`src/hw/rtl/crc8_checked_command_frame_decoder_core_assert.svh`:
```
// assertion helpers for the poll-frame decoder
// the enclosing module must provide clk and rst_n
`ifndef CRC8_CHECKED_COMMAND_FRAME_DECODER_CORE_ASSERT_SVH
`define CRC8_CHECKED_COMMAND_FRAME_DECODER_CORE_ASSERT_SVH

// same-cycle implication
`define CCFD_ASSERT_NOW(label, ante, cons) \
  label: assert property (@(posedge clk) disable iff (!rst_n) (ante) |-> (cons)) \
    else $error("ccfd assertion failed");

// next-cycle implication
`define CCFD_ASSERT_NEXT(label, ante, cons) \
  label: assert property (@(posedge clk) disable iff (!rst_n) (ante) |=> (cons)) \
    else $error("ccfd assertion failed");

`endif

```
`src/hw/rtl/ccfd_pkg.sv`:
```
`default_nettype none

package ccfd_pkg;

  // crc-8 parameters, msb first, no reflection, no final xor
  localparam logic [7:0] CrcInit = 8'hFF;
  localparam logic [7:0] CrcPoly = 8'h31;

  // command codes
  localparam logic [7:0] CMD_MODE_ONE  = 8'd42;
  localparam logic [7:0] CMD_MODE_ZERO = 8'd43;
  localparam logic [7:0] CMD_SINGLE    = 8'd45;

  typedef enum logic [1:0] {
    KIND_MODE_ONE  = 2'd0,
    KIND_MODE_ZERO = 2'd1,
    KIND_SINGLE    = 2'd2,
    KIND_OTHER     = 2'd3
  } kind_t;

  typedef enum logic [1:0] {
    MODE_ZERO  = 2'd0,
    MODE_ONE   = 2'd1,
    MODE_UNSET = 2'd2
  } mode_t;

  // input word: one poll frame
  typedef struct packed {
    logic [7:0] command_byte;
    logic [7:0] slow_channel;
    logic [7:0] contact_channel;
    logic [7:0] check_byte;
  } in_word_t;

  // result word
  typedef struct packed {
    logic       crc_ok;
    logic [7:0] computed_crc;
    logic [1:0] command_kind;
    logic [1:0] mode_now;
    logic       run_request;
    logic       transmit_enable;
    logic       single_sample_request;
    logic [7:0] slow_channel_out;
    logic [7:0] contact_channel_out;
  } out_word_t;

  // sticky control state
  typedef struct packed {
    mode_t mode;
    logic  run;
    logic  xmit;
    logic  single;
  } state_t;

  // frame check info handed to the control block
  typedef struct packed {
    logic       upd;
    logic       crc_ok;
    logic [7:0] cmd;
  } chk_t;

endpackage

`default_nettype wire

```
`src/hw/rtl/ccfd_in_if.sv`:
```
`default_nettype none

interface ccfd_in_if;
  logic               valid;
  logic               ready;
  ccfd_pkg::in_word_t data;

  modport source (output valid, output data, input ready);
  modport sink   (input valid, input data, output ready);
endinterface

`default_nettype wire

```
`src/hw/rtl/ccfd_out_if.sv`:
```
`default_nettype none

interface ccfd_out_if;
  logic                valid;
  logic                ready;
  ccfd_pkg::out_word_t data;

  modport source (output valid, output data, input ready);
  modport sink   (input valid, input data, output ready);
endinterface

`default_nettype wire

```
`src/hw/rtl/ccfd_crc.sv`:
```
`default_nettype none

module ccfd_crc (
  input  logic [7:0] cmd,
  input  logic [7:0] slow,
  input  logic [7:0] contact,
  output logic [7:0] crc
);

  // one crc-8 byte step, eight shift/xor stages
  function automatic logic [7:0] crc_step(input logic [7:0] crc_in, input logic [7:0] din);
    logic [7:0] c;
    c = crc_in ^ din;
    for (int b = 0; b < 8; b++) begin
      if (c[7]) begin
        c = {c[6:0], 1'b0} ^ ccfd_pkg::CrcPoly;
      end else begin
        c = {c[6:0], 1'b0};
      end
    end
    return c;
  endfunction

  logic [7:0] crc_a;
  logic [7:0] crc_b;

  // three chained byte steps
  always_comb begin
    crc_a = crc_step(ccfd_pkg::CrcInit, cmd);
    crc_b = crc_step(crc_a, slow);
    crc   = crc_step(crc_b, contact);
  end

endmodule

`default_nettype wire

```
`src/hw/rtl/ccfd_ctl.sv`:
```
`default_nettype none

`include "crc8_checked_command_frame_decoder_core_assert.svh"

module ccfd_ctl (
  input  logic              clk,
  input  logic              rst_n,
  input  ccfd_pkg::chk_t    chk,
  output ccfd_pkg::kind_t   kind,
  output ccfd_pkg::state_t  state_nxt
);

  ccfd_pkg::state_t st_r;

  // command decode and state update for this frame
  always_comb begin
    state_nxt = st_r;
    case (chk.cmd)
      ccfd_pkg::CMD_MODE_ONE: begin
        kind = ccfd_pkg::KIND_MODE_ONE;
        if (chk.crc_ok) begin
          state_nxt.mode = ccfd_pkg::MODE_ONE;
          state_nxt.run  = 1'b1;
          state_nxt.xmit = 1'b1;
        end
      end
      ccfd_pkg::CMD_MODE_ZERO: begin
        kind = ccfd_pkg::KIND_MODE_ZERO;
        if (chk.crc_ok) begin
          state_nxt.mode = ccfd_pkg::MODE_ZERO;
          state_nxt.run  = 1'b1;
          state_nxt.xmit = 1'b1;
        end
      end
      ccfd_pkg::CMD_SINGLE: begin
        kind = ccfd_pkg::KIND_SINGLE;
        // mode zero is forced even on a bad crc
        state_nxt.mode = ccfd_pkg::MODE_ZERO;
        if (chk.crc_ok) begin
          state_nxt.single = 1'b1;
        end
      end
      default: begin
        kind = ccfd_pkg::KIND_OTHER;
        if (chk.crc_ok) begin
          state_nxt.run  = 1'b1;
          state_nxt.xmit = 1'b0;
        end
      end
    endcase
  end

  // state register, advances once per frame
  always_ff @(posedge clk) begin
    if (!rst_n) begin
      st_r.mode   <= ccfd_pkg::MODE_UNSET;
      st_r.run    <= 1'b0;
      st_r.xmit   <= 1'b1;
      st_r.single <= 1'b0;
    end else if (chk.upd) begin
      st_r <= state_nxt;
    end
  end

  // request flags stay set until reset, mode never goes back to unset
  `CCFD_ASSERT_NEXT(a_run_sticky, st_r.run, st_r.run)
  `CCFD_ASSERT_NEXT(a_single_sticky, st_r.single, st_r.single)
  `CCFD_ASSERT_NEXT(a_mode_stays_set, st_r.mode != ccfd_pkg::MODE_UNSET,
                    st_r.mode != ccfd_pkg::MODE_UNSET)

endmodule

`default_nettype wire

```
`src/hw/rtl/crc8_checked_command_frame_decoder_core.sv`:
```
// Poll-frame decoder: each input word is one four-byte frame (command, slow
// channel, contact channel, check byte). The CRC-8 (poly 0x31, init 0xFF, msb
// first) of the first three bytes is compared with the check byte, and the
// command updates sticky mode and request flags that are reported with every
// result along with the two channel numbers. One frame per clock is sustained
// while the result side is ready; a result passes through the input register and
// then the result register, and the three chained CRC byte steps plus decode
// between those registers set the cycle time. Stalls on the result side back up
// through ready without losing or repeating words.
`default_nettype none

`include "crc8_checked_command_frame_decoder_core_assert.svh"

module crc8_checked_command_frame_decoder_core (
  input  logic            clk,
  input  logic            rst_n,
  ccfd_in_if.sink         in_ch,
  ccfd_out_if.source      out_ch
);

  logic                s1_valid_r;
  ccfd_pkg::in_word_t  s1_data_r;
  logic                s1_adv;
  logic                out_valid_r;
  logic                out_valid_nxt;
  ccfd_pkg::out_word_t out_data_r;
  ccfd_pkg::out_word_t out_data_nxt;
  logic [7:0]          crc;
  logic                crc_ok;
  ccfd_pkg::chk_t      chk;
  ccfd_pkg::kind_t     kind;
  ccfd_pkg::state_t    state_nxt;

  // handshake: stage one moves when the result register is free or draining
  assign s1_adv       = s1_valid_r && (!out_valid_r || out_ch.ready);
  assign in_ch.ready  = !s1_valid_r || s1_adv;
  assign out_valid_nxt = s1_adv || (out_valid_r && !out_ch.ready);

  // input register
  always_ff @(posedge clk) begin
    if (!rst_n) begin
      s1_valid_r <= 1'b0;
    end else if (in_ch.ready) begin
      s1_valid_r <= in_ch.valid;
    end
  end

  always_ff @(posedge clk) begin
    if (in_ch.valid && in_ch.ready) begin
      s1_data_r <= in_ch.data;
    end
  end

  // crc over the three leading bytes
  ccfd_crc u_crc (
    .cmd     (s1_data_r.command_byte),
    .slow    (s1_data_r.slow_channel),
    .contact (s1_data_r.contact_channel),
    .crc     (crc)
  );

  assign crc_ok     = (crc == s1_data_r.check_byte);
  assign chk.upd    = s1_adv;
  assign chk.crc_ok = crc_ok;
  assign chk.cmd    = s1_data_r.command_byte;

  // command decode and sticky state
  ccfd_ctl u_ctl (
    .clk       (clk),
    .rst_n     (rst_n),
    .chk       (chk),
    .kind      (kind),
    .state_nxt (state_nxt)
  );

  // result word assembly
  always_comb begin
    out_data_nxt.crc_ok                = crc_ok;
    out_data_nxt.computed_crc          = crc;
    out_data_nxt.command_kind          = kind;
    out_data_nxt.mode_now              = state_nxt.mode;
    out_data_nxt.run_request           = state_nxt.run;
    out_data_nxt.transmit_enable       = state_nxt.xmit;
    out_data_nxt.single_sample_request = state_nxt.single;
    out_data_nxt.slow_channel_out      = s1_data_r.slow_channel;
    out_data_nxt.contact_channel_out   = s1_data_r.contact_channel;
  end

  // result register
  always_ff @(posedge clk) begin
    if (!rst_n) begin
      out_valid_r <= 1'b0;
    end else begin
      out_valid_r <= out_valid_nxt;
    end
  end

  always_ff @(posedge clk) begin
    if (s1_adv) begin
      out_data_r <= out_data_nxt;
    end
  end

  assign out_ch.valid = out_valid_r;
  assign out_ch.data  = out_data_r;

  // a frame leaving stage one is always shown next cycle
  `CCFD_ASSERT_NEXT(a_adv_shows_result, s1_adv, out_valid_r)
  // a single-sample frame always leaves mode zero behind
  `CCFD_ASSERT_NEXT(a_single_forces_mode_zero,
                    s1_adv && (s1_data_r.command_byte == ccfd_pkg::CMD_SINGLE),
                    out_data_r.mode_now == ccfd_pkg::MODE_ZERO)
  // a good frame with an ordinary command turns transmit off
  `CCFD_ASSERT_NEXT(a_other_ok_no_xmit,
                    s1_adv && crc_ok && (kind == ccfd_pkg::KIND_OTHER),
                    !out_data_r.transmit_enable && out_data_r.run_request)

endmodule

`default_nettype wire
```
`src/flat_wrapper.sv`:
```
// flat-port wrapper written by rule: the top's interface ports become plain ports
module crc8_checked_command_frame_decoder_core_flat 
  (clk, rst_n, in_ch_valid, in_ch_data, in_ch_ready, out_ch_valid, out_ch_data, out_ch_ready);
  ccfd_in_if in_ch_i ();
  ccfd_out_if out_ch_i ();
  input  logic clk;
  input  logic rst_n;
  input wire logic [$bits(in_ch_i.valid)-1:0] in_ch_valid;
  input wire logic [$bits(in_ch_i.data)-1:0] in_ch_data;
  output wire logic [$bits(in_ch_i.ready)-1:0] in_ch_ready;
  output wire logic [$bits(out_ch_i.valid)-1:0] out_ch_valid;
  output wire logic [$bits(out_ch_i.data)-1:0] out_ch_data;
  input wire logic [$bits(out_ch_i.ready)-1:0] out_ch_ready;
  assign in_ch_i.valid = in_ch_valid;
  assign in_ch_i.data = in_ch_data;
  assign in_ch_ready = in_ch_i.ready;
  assign out_ch_valid = out_ch_i.valid;
  assign out_ch_data = out_ch_i.data;
  assign out_ch_i.ready = out_ch_ready;
  crc8_checked_command_frame_decoder_core u_core (.clk(clk), .rst_n(rst_n), .in_ch(in_ch_i), .out_ch(out_ch_i));
endmodule
```
`config.mk`:
```
export PLATFORM = sky130hd
export DESIGN_NAME = crc8_checked_command_frame_decoder_core_flat
export DESIGN_NICKNAME = d
export VERILOG_FILES = /design/src/hw/rtl/ccfd_pkg.sv /design/src/hw/rtl/ccfd_in_if.sv /design/src/hw/rtl/ccfd_out_if.sv /design/src/hw/rtl/ccfd_crc.sv /design/src/hw/rtl/ccfd_ctl.sv /design/src/hw/rtl/crc8_checked_command_frame_decoder_core.sv /design/src/flat_wrapper.sv
export VERILOG_INCLUDE_DIRS = /design/src /design/src/hw/rtl
export SDC_FILE = /design/constraint.sdc
export NUM_CORES = 1
export LEC_CHECK = 0
export ABC_AREA = 1
export BUFFER_PORTS_ARGS = -buffer_cell sky130_fd_sc_hd__buf_2
export CAP_MARGIN = 15
export CORE_MARGIN = 5
export CORE_UTILIZATION = 58
export CTS_CLUSTER_DIAMETER = 200
export DETAILED_ROUTE_END_ITERATION = 10
export GPL_TIMING_DRIVEN = 1
export PLACE_DENSITY = 0.9
export SYNTH_ARGS = -nofsm -noshare
export SYNTH_HDL_FRONTEND = slang
export SYNTH_SLANG_ARGS = --single-unit
```
`constraint.sdc`:
```
create_clock -name clk -period 4.3 [get_ports clk]
set_input_delay 0 -clock clk [delete_from_list [all_inputs] [get_ports clk]]
set_output_delay 0 -clock clk [all_outputs]
set_load 0.02 [all_outputs]
```
### After elaboration in Yosys (flattened, before gate mapping)

Cells that the tools add are included.

| storage, ports and cells | value |
|---|---|
| bits in registers | 71 |
| input bits | 36 |
| output and inout bits | 34 |

| operators by class | value |
|---|---|
| equality and inequality tests | 4 |
| muxes and demuxes | 32 |
| bitwise operators | 27 |
| reductions and logical operators | 9 |

Operator list:

| cell | number |
|---|---|
| $mux 6 | 24 |
| $not 3->3 | 24 |
| $eq 8x6->1 const B | 3 |
| $pmux 2 s3 | 3 |
| $xor 8x8->8 | 2 |
| $eq 8x8->1 | 1 |
| $mux 4 | 2 |
| $not 8->8 | 1 |
| $logic_and 1x1->1 | 3 |
| $logic_not 1->1 | 3 |
| $logic_or 1x1->1 | 3 |
| $mux 1 | 2 |
| $mux 2 | 1 |

### Logic depth before layout (Yosys ltp)

Gate-level depths: netlist of the first run.

| depth | value |
|---|---|
| word-level depth | 54 |
| gate-level depth with buffers | 28 |
| depth with buffers taken out | 28 |

### Modules after synthesis

Synthesis of the first run repeated with hierarchy kept, for this count alone.

| second synthesis, totals | value |
|---|---|
| cell total of the unflattened synthesis | 407 |
| area total of the unflattened synthesis | 3784.9 µm² |

By module, submodules not included:

| module | instances | cells each | area each (µm²) | seq. area each (µm²) |
|---|---|---|---|---|
| crc8_checked_command_frame_decoder_core | 1 | 120 | 2169.6 | 1961.9 |
| ccfd_crc | 1 | 226 | 1241.2 | 0.0 |
| ccfd_ctl | 1 | 61 | 374.1 | 100.1 |

### Worst setup path after synthesis of the first run

No wires, ideal clock.

| timing path | value |
|---|---|
| kind | register to register |
| start | register u_core.s1_data_r (netlist bit u_core.chk[2]) |
| end | register u_core.out_data_r (netlist bit u_core.out_ch.data[17]) (data pin) |
| library setup time | 0.255 ns |
| arrival time | 2.427 ns |
| data required time | 4.045 ns |
| setup slack | 1.618 ns |
| cell stages (with the launch flop) | 22 |
| path buffers | 1 |
| period minus slack after synthesis | 2.682 ns |
| cell sequence | edfxtp_1 -> buf_6 -> xnor2_1 -> nand3_4 -> nand2_4 -> nand2_4 -> nand2_2 -> nand2_1 -> nand3_2 -> nand2_2 -> nand2_1 -> nand2_1 -> nand2_2 -> nand3_1 -> nand2_2 -> nand2_1 -> nand3_2 -> nand3_2 -> nor2_4 -> and2_4 -> nand2_2 -> and2_4 |

RTL lines:

| item | line | source |
|---|---|---|
| start: declaration | crc8_checked_command_frame_decoder_core.sv:22 | `ccfd_pkg::in_word_t s1_data_r;` |
| start signal: assignment | crc8_checked_command_frame_decoder_core.sv:50 | `s1_data_r <= in_ch.data;` |
| end signal: assignment | crc8_checked_command_frame_decoder_core.sv:100 | `out_data_r <= out_data_nxt;` |
| end: declaration | crc8_checked_command_frame_decoder_core.sv:26 | `ccfd_pkg::out_word_t out_data_r;` |

==> insert_results.sql, run 1 <==
INSERT INTO impl_metrics (metric_group, metric, value, unit) VALUES
('logic_synthesis', 'syn_inst', '406', ''),
('clock_network', 'clkSlewWorstSetupHoldPaths', '0.09', 'ns'),
('setup_path', 'r2r.worst_path.cells', '19', ''),
('floorplanning', 'io_pins', '70', ''),
('place', 'dpl.hpwl', '6.12', 'mm'),
('route', 'detail_route.iter0.violations', '219', ''),
('route', 'drt_drc_violations_left', '0', ''),
('sta', 'final_hold_vios', '0', ''),
('global_route', 'globalRouteTotalUtil', '21.7', '%'),
('sta', 'finalSetupViolations', '0', ''),
('pwr', 'p_sw', '0.813', 'mW'),
('route', 'final_antenna_net_count', '0', ''),
('global_route', 'antenna_found_initial', '0', ''),
('pwr', 'vdd.ir_drop.worst', '0.000376', 'V'),
('setup_path', 'most_common_cell_type_on_the_critical_path', 'nand2_1', ''),
('pwr', 'power.density', '439', 'nW/µm²'),
('global_route', 'gr-usage-met1', '25.6', '%'),
('logic_synthesis', 'postSynthRegisterBits', '71', ''),
('global_route', 'grt_use_met2', '38.5', '%'),
('clock_network', 'insertion_delay', '0.36', 'ns'),
('status', 'status', 'finished clean', ''),
('floorplanning', 'initial_cell_density_of_the_core', '60.2', '%'),
('setup_path', 'worstSetupPathType', 'reg2reg', ''),
('global_route', 'grt_pass1_vias', '3099', ''),
('clock_network', 'ctsResizeCount', '0', ''),
('setup_path', 'setup.reg_to_reg.worst_slack', '1.13', 'ns'),
('setup_path', 'rr_startpoint', 'u_core.chk[6]', ''),
('logic_synthesis', 'synth_area_per_cell', '9.47', 'µm²'),
('logic_synthesis', 'seq_area_frac_synth', '53.6', '%'),
('floorplanning', 'rows', '29', ''),
('floorplanning', 'die-height', '91.4', 'µm'),
('logic_synthesis', 'synth.area.top_cells', 'edfxtp_1, nand2_1, nand3_1', ''),
('clock_network', 'clock_path_buffers', '2', ''),
('logic_synthesis', 'synth_nets', '442', ''),
('pwr', 'seq_power_share', '40.0', '%'),
('clock_network', 'cts_sinks', '71', ''),
('clock_network', 'cts_tree', 'yes', ''),
('sta', 'grt_setup_unrepaired', 'false', ''),
('clock_network', 'clockRootBuffer', 'clkbuf_8', ''),
('route', 'totalWireLength', '8.81', 'mm'),
('route', 'via_per_inst', '5.18', ''),
('min_path', 'hold-path-cell-count', '2', ''),
('final_layout', 'number_of_antenna_diodes', '0', ''),
('floorplanning', 'design.core.area', '6390', 'µm²'),
('clock_network', 'numCtsBuffers', '9', ''),
('final_layout', 'syn2layout_area_growth', '25.4', '%'),
('sta', 'min_period_over_period', '73.7', '%'),
('global_route', 'grt_most_used_layer', 'met2', ''),
('sta', 'clock_skew', '0.0195', 'ns'),
('clock_network', 'ctsHtreeMaxLevel', '3', ''),
('place', 'gp_congestion', '0.896', ''),
('global_route', 'grt_overflow', '0', ''),
('final_layout', 'post-route-util', '75.5', '%'),
('pwr', 'p_clk_share', '23.1', '%'),
('setup_path', 'worst_setup_path_start_kind', 'flop', ''),
('final_layout', 'drive_above_1_share', '32.1', '%'),
('sta', 'post-route-min-period', '3.17', 'ns'),
('place', 'port_buffer_count', '69', ''),
('setup_path', 'cpPeakStageDelay', '0.44', 'ns'),
('pwr', 'combinationalPowerShare', '36.8', '%'),
('setup_path', 'timing.critical_path.arrival', '3.30', 'ns'),
('setup_path', 'critPathCaptureType', 'flop', ''),
('setup_path', 'worstPathMaxFanout', '4', ''),
('logic_synthesis', 'synth-warning-count', '0', ''),
('setup_path', 'rr_endpoint', 'u_core.out_ch.data[17]', ''),
('pwr', 'intPower', '1.30', 'mW'),
('sta', 'timing.final.max_slew_violations', '0', ''),
('sta', 'final.setup.tns', '0', 'ns'),
('route', 'vias', '3126', ''),
('floorplanning', 'floorplan.die_area', '8360', 'µm²'),
('global_route', 'grt_first_pass_wirelength', '14.4', 'mm');
-- cell type report --
cell class / instances / area share (%)
inverters: 64 / 4.98
clock buffers: 9 / 2.57
repair buffers: 107 / 14.9
flip-flops and latches: 71 / 42.7
multi-input cells: 269 / 31.6
well taps: 77 / 2.00
clock inverters: 7 / 1.12
-- placed cells by master (no fill, tap or decap), drive strengths merged, types with 6 or more instances in the layout --
master,instances
edfxtp,64
nand3,67
nor2,15
inv,66
dlygate4sd3,36
xnor2,6
nand2,151
xor2,10
clkbuf,9
buf,71
a21oi,8
dfxtp,7
-- layer usage --
metal,part of all wire [%],vias to the layer above
li1,-,1547
met1,41,1455
met2,52,102
met3,5.3,22
met4,2.1,0
met5,0,-
-- worst max-delay path, delay by kind of cell, from the launching register on --
kind,cells,cell delay [ns]
buffers and inverters,1,0.14
AND/OR/NAND/NOR,17,2.04
flip-flops,1,0.44
XOR/XNOR,1,0.33
-- stage by stage --
| step | hold WS [ns] | area, µm² | power (mW) | std cells | setup slack (ns) |
|---|---|---|---|---|---|
| after floorplan | 0.0989 | 3840 | 1.45 | 406 | 1.62 |
| after global placement | 0.176 | 4290 | 1.58 | 552 | 1.29 |
| after detailed placement | 0.178 | 4290 | 1.60 | 552 | 1.21 |
| after CTS | 0.337 | 4820 | 2.11 | 604 | 1.21 |
| after global routing | 0.341 | 4820 | 2.24 | 604 | 0.888 |
| final | 0.353 | 4820 | 2.12 | 604 | 1.13 |
-- cell usage after synthesis --
cell,count
nor2_1,9
buf_6,1
inv_1,47
nand3b_1,2
xor2_2,1
and2_4,2
nor2_2,3
nand4_1,2
o21ai_0,4
nand3_1,49
buf_2,1
xor2_1,9
nor2_4,3
nand2_2,29
nand2_4,10
nor3_1,2
nand3_4,5
xnor2_1,6
clkinv_1,1
nand2_1,112
dfxtp_1,7
nand3_2,13
inv_2,16
a21oi_1,8
edfxtp_1,64
-- power groups by stage --
stage / Clock [mW] / Combinational, mW / Sequential, mW
floorplan: 0 / 0.560 / 0.892
global placement: 0 / 0.715 / 0.862
detailed placement: 0 / 0.742 / 0.863
CTS: 0.496 / 0.771 / 0.847
global route: 0.532 / 0.860 / 0.853
finish: 0.490 / 0.779 / 0.847
-- worst max path at each step --
stage / slack [ns] / start / to / cells past startpoint
after floorplan: 1.62 / u_core.chk[2] / u_core.out_ch.data[17] / 21
after global placement: 1.29 / u_core.chk[6] / u_core.out_ch.data[17] / 18
after detailed placement: 1.21 / u_core.chk[2] / u_core.out_ch.data[17] / 20
after CTS: 1.21 / u_core.chk[2] / u_core.out_ch.data[17] / 20
after global routing: 0.89 / u_core.chk[2] / u_core.out_ch.data[17] / 23
final: 1.13 / u_core.chk[6] / u_core.out_ch.data[17] / 19
-- flip-flops by register name, indices dropped and copies added, names as in the netlist --
signal / flops
u_core.s1_valid_r: 1
u_core.out_data_nxt: 16
u_core.u_ctl.st_r: 5
u_core.out_ch.valid: 1
u_core.chk: 8
u_core.out_ch.data: 32
u_core.s1_data_r: 8
-- cell families (layout without fill, tap and decap cells) --
logic type	Yosys count	in the layout	share of synthesized area, %
XOR/XNOR	16	16	3.84
AND/OR/NAND/NOR	241	241	34.3
flip-flops	71	71	53.6
buffers and inverters	66	187	6.67
AO/OA/AOI/OAI	12	12	1.56
(Power assumes the default switching activity.)
==> inputs of run 2 (changes only) <==
ABC_AREA = 0   (was 1)
CORE_UTILIZATION = 49   (was 58)
PLACE_DENSITY = 0.83   (was 0.9)
clock period = 2.8 ns   (was 4.3 ns; I/O delays follow)
==> insert_results.sql, run 2 <==
INSERT INTO impl_metrics (metric_group, metric, value, unit) VALUES
('status', 'status', 'complete, but fails checks', ''),
('status', 'violations', 'negative setup slack', ''),
('logic_synthesis', 'synth_most_common_cell', 'edfxtp_1', ''),
('min_path', 'hold-path-cell-count', '2', ''),
('global_route', 'grt_pass1_vias', '2367', ''),
('final_layout', 'nNetsFinal', '394', ''),
('global_route', 'grt_first_pass_wirelength', '12.3', 'mm'),
('setup_path', 'timing.critical_path.arrival', '3.23', 'ns'),
('floorplanning', 'chipWidth', '92.3', 'µm'),
('min_path', 'min_to', 'u_core.s1_data_r[0]', ''),
('setup_path', 'worst_setup_path_start_kind', 'flop', ''),
('sta', 'highest_clock_rate', '320', 'MHz'),
('setup_path', 'worstPathRequired', '2.91', 'ns'),
('final_layout', 'largest_register_ff_count', '32', ''),
('place', 'port_buffer_count', '69', ''),
('setup_path', 'critPathCaptureType', 'flop', ''),
('setup_path', 'worstSetupPathType', 'reg2reg', ''),
('sta', 'grt_setup_unrepaired', 'true', ''),
('pwr', 'total_leakage_power', '2.12', 'nW'),
('logic_synthesis', 'synth_area_per_cell', '17.5', 'µm²'),
('route', 'drt_drc_violations_left', '0', ''),
('clock_network', 'numCtsBuffers', '9', ''),
('sta', 'clock_skew', '0.00791', 'ns'),
('logic_synthesis', 'syn_inst', '190', ''),
('setup_path', 'cpMaxStageDelayCell', 'or4_4', ''),
('sta', 'final.setup.tns', '-1.76', 'ns'),
('route', 'totalWireLength', '8.19', 'mm'),
('route', 'tritonroute_pass_1_iters', '4', ''),
('final_layout', 'seqCellArea', '2060', 'µm²'),
('clock_network', 'clock_path_buffers', '2', ''),
('job', 'timing.max_cap.violations', '0', ''),
('floorplanning', 'floorplan.die_area', '8510', 'µm²'),
('global_route', 'grt_overflow', '0', ''),
('sta', 'setup_slack', '-0.324', 'ns'),
('pwr', 'power.density', '779', 'nW/µm²'),
('logic_synthesis', 'seq_area_frac_synth', '62.2', '%'),
('final_layout', 'layout.cells.most_common', 'buf_2', ''),
('setup_path', 'worstPathMaxFanout', '4', ''),
('final_layout', 'multiInputGateArea', '1400', 'µm²'),
('setup_path', 'rr_startpoint', 'u_core.chk[0]', ''),
('route', 'final_antenna_net_count', '0', ''),
('clock_network', 'insertion_delay', '0.35', 'ns'),
('final_layout', 'fin_cells', '443', ''),
('global_route', 'globalRouteTotalUtil', '19.5', '%'),
('logic_synthesis', 'yosys_most_used_dff', 'edfxtp_1', ''),
('final_layout', 'final.fill_count', '393', ''),
('clock_network', 'clockRootBuffer', 'clkbuf_8', ''),
('logic_synthesis', 'syn_area', '3320', 'µm²'),
('route', 'via_per_inst', '4.99', ''),
('setup_path', 'r2r.worst_path.cells', '8', ''),
('floorplanning', 'initial_cell_density_of_the_core', '49.6', '%'),
('place', 'dpl.hpwl', '4.75', 'mm'),
('pwr', 'vdd.ir_drop.worst', '0.000466', 'V'),
('clock_network', 'cts_sinks', '71', ''),
('logic_synthesis', 'postSynth.asyncResetShare', '0', '%'),
('place', 'gp_congestion', '0.796', ''),
('sta', 'post-route-min-period', '3.12', 'ns'),
('logic_synthesis', 'yosysTopAreaCellShare', '58.0', '%'),
('logic_synthesis', 'yosys-top-cells-count', 'edfxtp_1, xnor2_1, xnor3_1', ''),
('final_layout', 'drive_above_1_share', '49.0', '%'),
('global_route', 'antenna_found_initial', '0', ''),
('sta', 'timing.final.max_slew_violations', '0', ''),
('logic_synthesis', 'synth_enable_flop_cells', '64', ''),
('setup_path', 'rr_endpoint', 'u_core.out_ch.data[19]', ''),
('global_route', 'grt_max_degree', '33', ''),
('setup_path', 'critPathBufInv', '0', ''),
('min_path', 'hold_class', 'in2reg', ''),
('floorplanning', 'die-height', '92.3', 'µm'),
('logic_synthesis', 'synth.area.top_cells', 'edfxtp_1, xnor3_1, xnor2_1', ''),
('sta', 'slew_headroom', '56.0', '%'),
('floorplanning', 'rows', '30', ''),
('logic_synthesis', 'synth_nets', '226', ''),
('setup_path', 'critical_path.cell_chain', 'xnor2_2, xnor3_2, xnor3_2, mux2i_1, a2bb2oi_2, or4_4, mux2i_1, nor2_1', ''),
('route', 'routed_wire_length_per_instance', '18.5', 'µm'),
('final_layout', 'number_of_antenna_diodes', '0', ''),
('final_layout', 'syn2layout_area_growth', '47.6', '%'),
('sta', 'final_hold_vios', '0', ''),
('clock_network', 'clkSlewWorstSetupHoldPaths', '0.07', 'ns'),
('final_layout', 'layout_common_cells', 'buf_2, edfxtp_1, buf_4', ''),
('logic_synthesis', 'yosysUniqueCellTypes', '39', ''),
('setup_path', 'critical_path.top_delay_family', 'XOR/XNOR gates', ''),
('route', 'detail_route.iter0.violations', '104', ''),
('floorplanning', 'io_pins', '70', ''),
('logic_synthesis', 'synth_top_cell_by_area', 'edfxtp_1', ''),
('sta', 'slew_worst_pin', '0.658', 'ns'),
('min_path', 'hold_start', 'in_ch_data[0]', ''),
('setup_path', 'setup.reg_to_reg.worst_slack', '-0.32', 'ns'),
('sta', 'finalSetupViolations', '10', ''),
('place', 'placed_cells_incl_taps', '375', ''),
('floorplanning', 'design.core.area', '6680', 'µm²'),
('logic_synthesis', 'postSynthRegisterBits', '71', ''),
('sta', 'min_period_over_period', '112', '%'),
('logic_synthesis', 'synth-warning-count', '0', ''),
('route', 'vias', '2210', ''),
('clock_network', 'ctsHtreeMaxLevel', '3', ''),
('setup_path', 'cpPeakStageDelay', '0.57', 'ns'),
('clock_network', 'cts_tree', 'yes', '');
## run 2: area by class of cell
| cell class | instances | area share [%] |
|---|---|---|
| Timing Repair Buffer | 160 | 23.1 |
| Sequential cell | 71 | 42.1 |
| Multi-Input combinational cell | 112 | 28.6 |
| Clock buffer | 9 | 2.53 |
| Tap cell | 80 | 2.04 |
| Inverter | 4 | 0.307 |
| Clock inverter | 7 | 1.30 |
## run 2: timing repair
item,4_1_cts,5_1_grt
buffers inserted,9,8
endpoints found under the hold margin,35,0
pin swaps,10,8
resized for setup,13,14
setup endpoints to repair,11,11
hold buffers,35,0
## run 2: kinds of logic (layout without fill, tap and decap cells)
| kind of cell | after synthesis | count (layout) | synth area share (%) |
|---|---|---|---|
| DFF | 71 | 71 | 62.2 |
| muxes | 6 | 6 | 1.96 |
| and+or+nand+nor | 36 | 36 | 6.11 |
| AOI/OAI and AO/OA | 10 | 10 | 2.26 |
| xor gates and xnor gates | 60 | 60 | 26.3 |
| buffers and inverters | 7 | 180 | 1.13 |
## run 2: how the worst max path moves through the flow
stage / from / to / slack (ns) / cells after the start
detailed placement: u_core.chk[6] / u_core.out_ch.data[19] / -0.27 / 8
CTS: u_core.out_data_nxt[12] / u_core.out_ch.data[19] / -0.21 / 8
global route: u_core.out_data_nxt[12] / u_core.out_ch.data[19] / -0.42 / 8
finish: u_core.chk[0] / u_core.out_ch.data[19] / -0.32 / 8
floorplan: u_core.chk[1] / u_core.out_ch.data[19] / -0.1 / 8
global placement: u_core.chk[5] / u_core.out_ch.data[19] / -0.18 / 8
## run 2: routing by layer
metal  part of all wire (%)  GRT usage [%]  routed length (µm)
met5                      0              0                   0
met4                    3.7           12.4                 300
met3                    5.0           4.10                 412
met2                     54           33.7                4400
met1                     38           21.8                3080
## run 2: metrics by stage
stage / utilization [%] / setup WS (ns) / power (mW) / instance area [µm²] / hold slack, ns
6_report: 73.3 / -0.324 / 3.82 / 4890 / 0.350
5_1_grt: 73.3 / -0.423 / 3.96 / 4890 / 0.346
4_1_cts: 71.3 / -0.211 / 3.62 / 4760 / 0.346
3_5_place_dp: 61.3 / -0.272 / 2.72 / 4100 / 0.178
3_3_place_gp: 61.3 / -0.183 / 2.68 / 4100 / 0.176
2_1_floorplan: - / -0.0979 / 2.26 / 3370 / 0.0989
## run 2: power breakdown
group | switching (mW) | internal, mW
registers | 0.0401 | 1.31
logic | 0.759 | 0.922
clock network | 0.386 | 0.402
total | 1.18 | 2.63
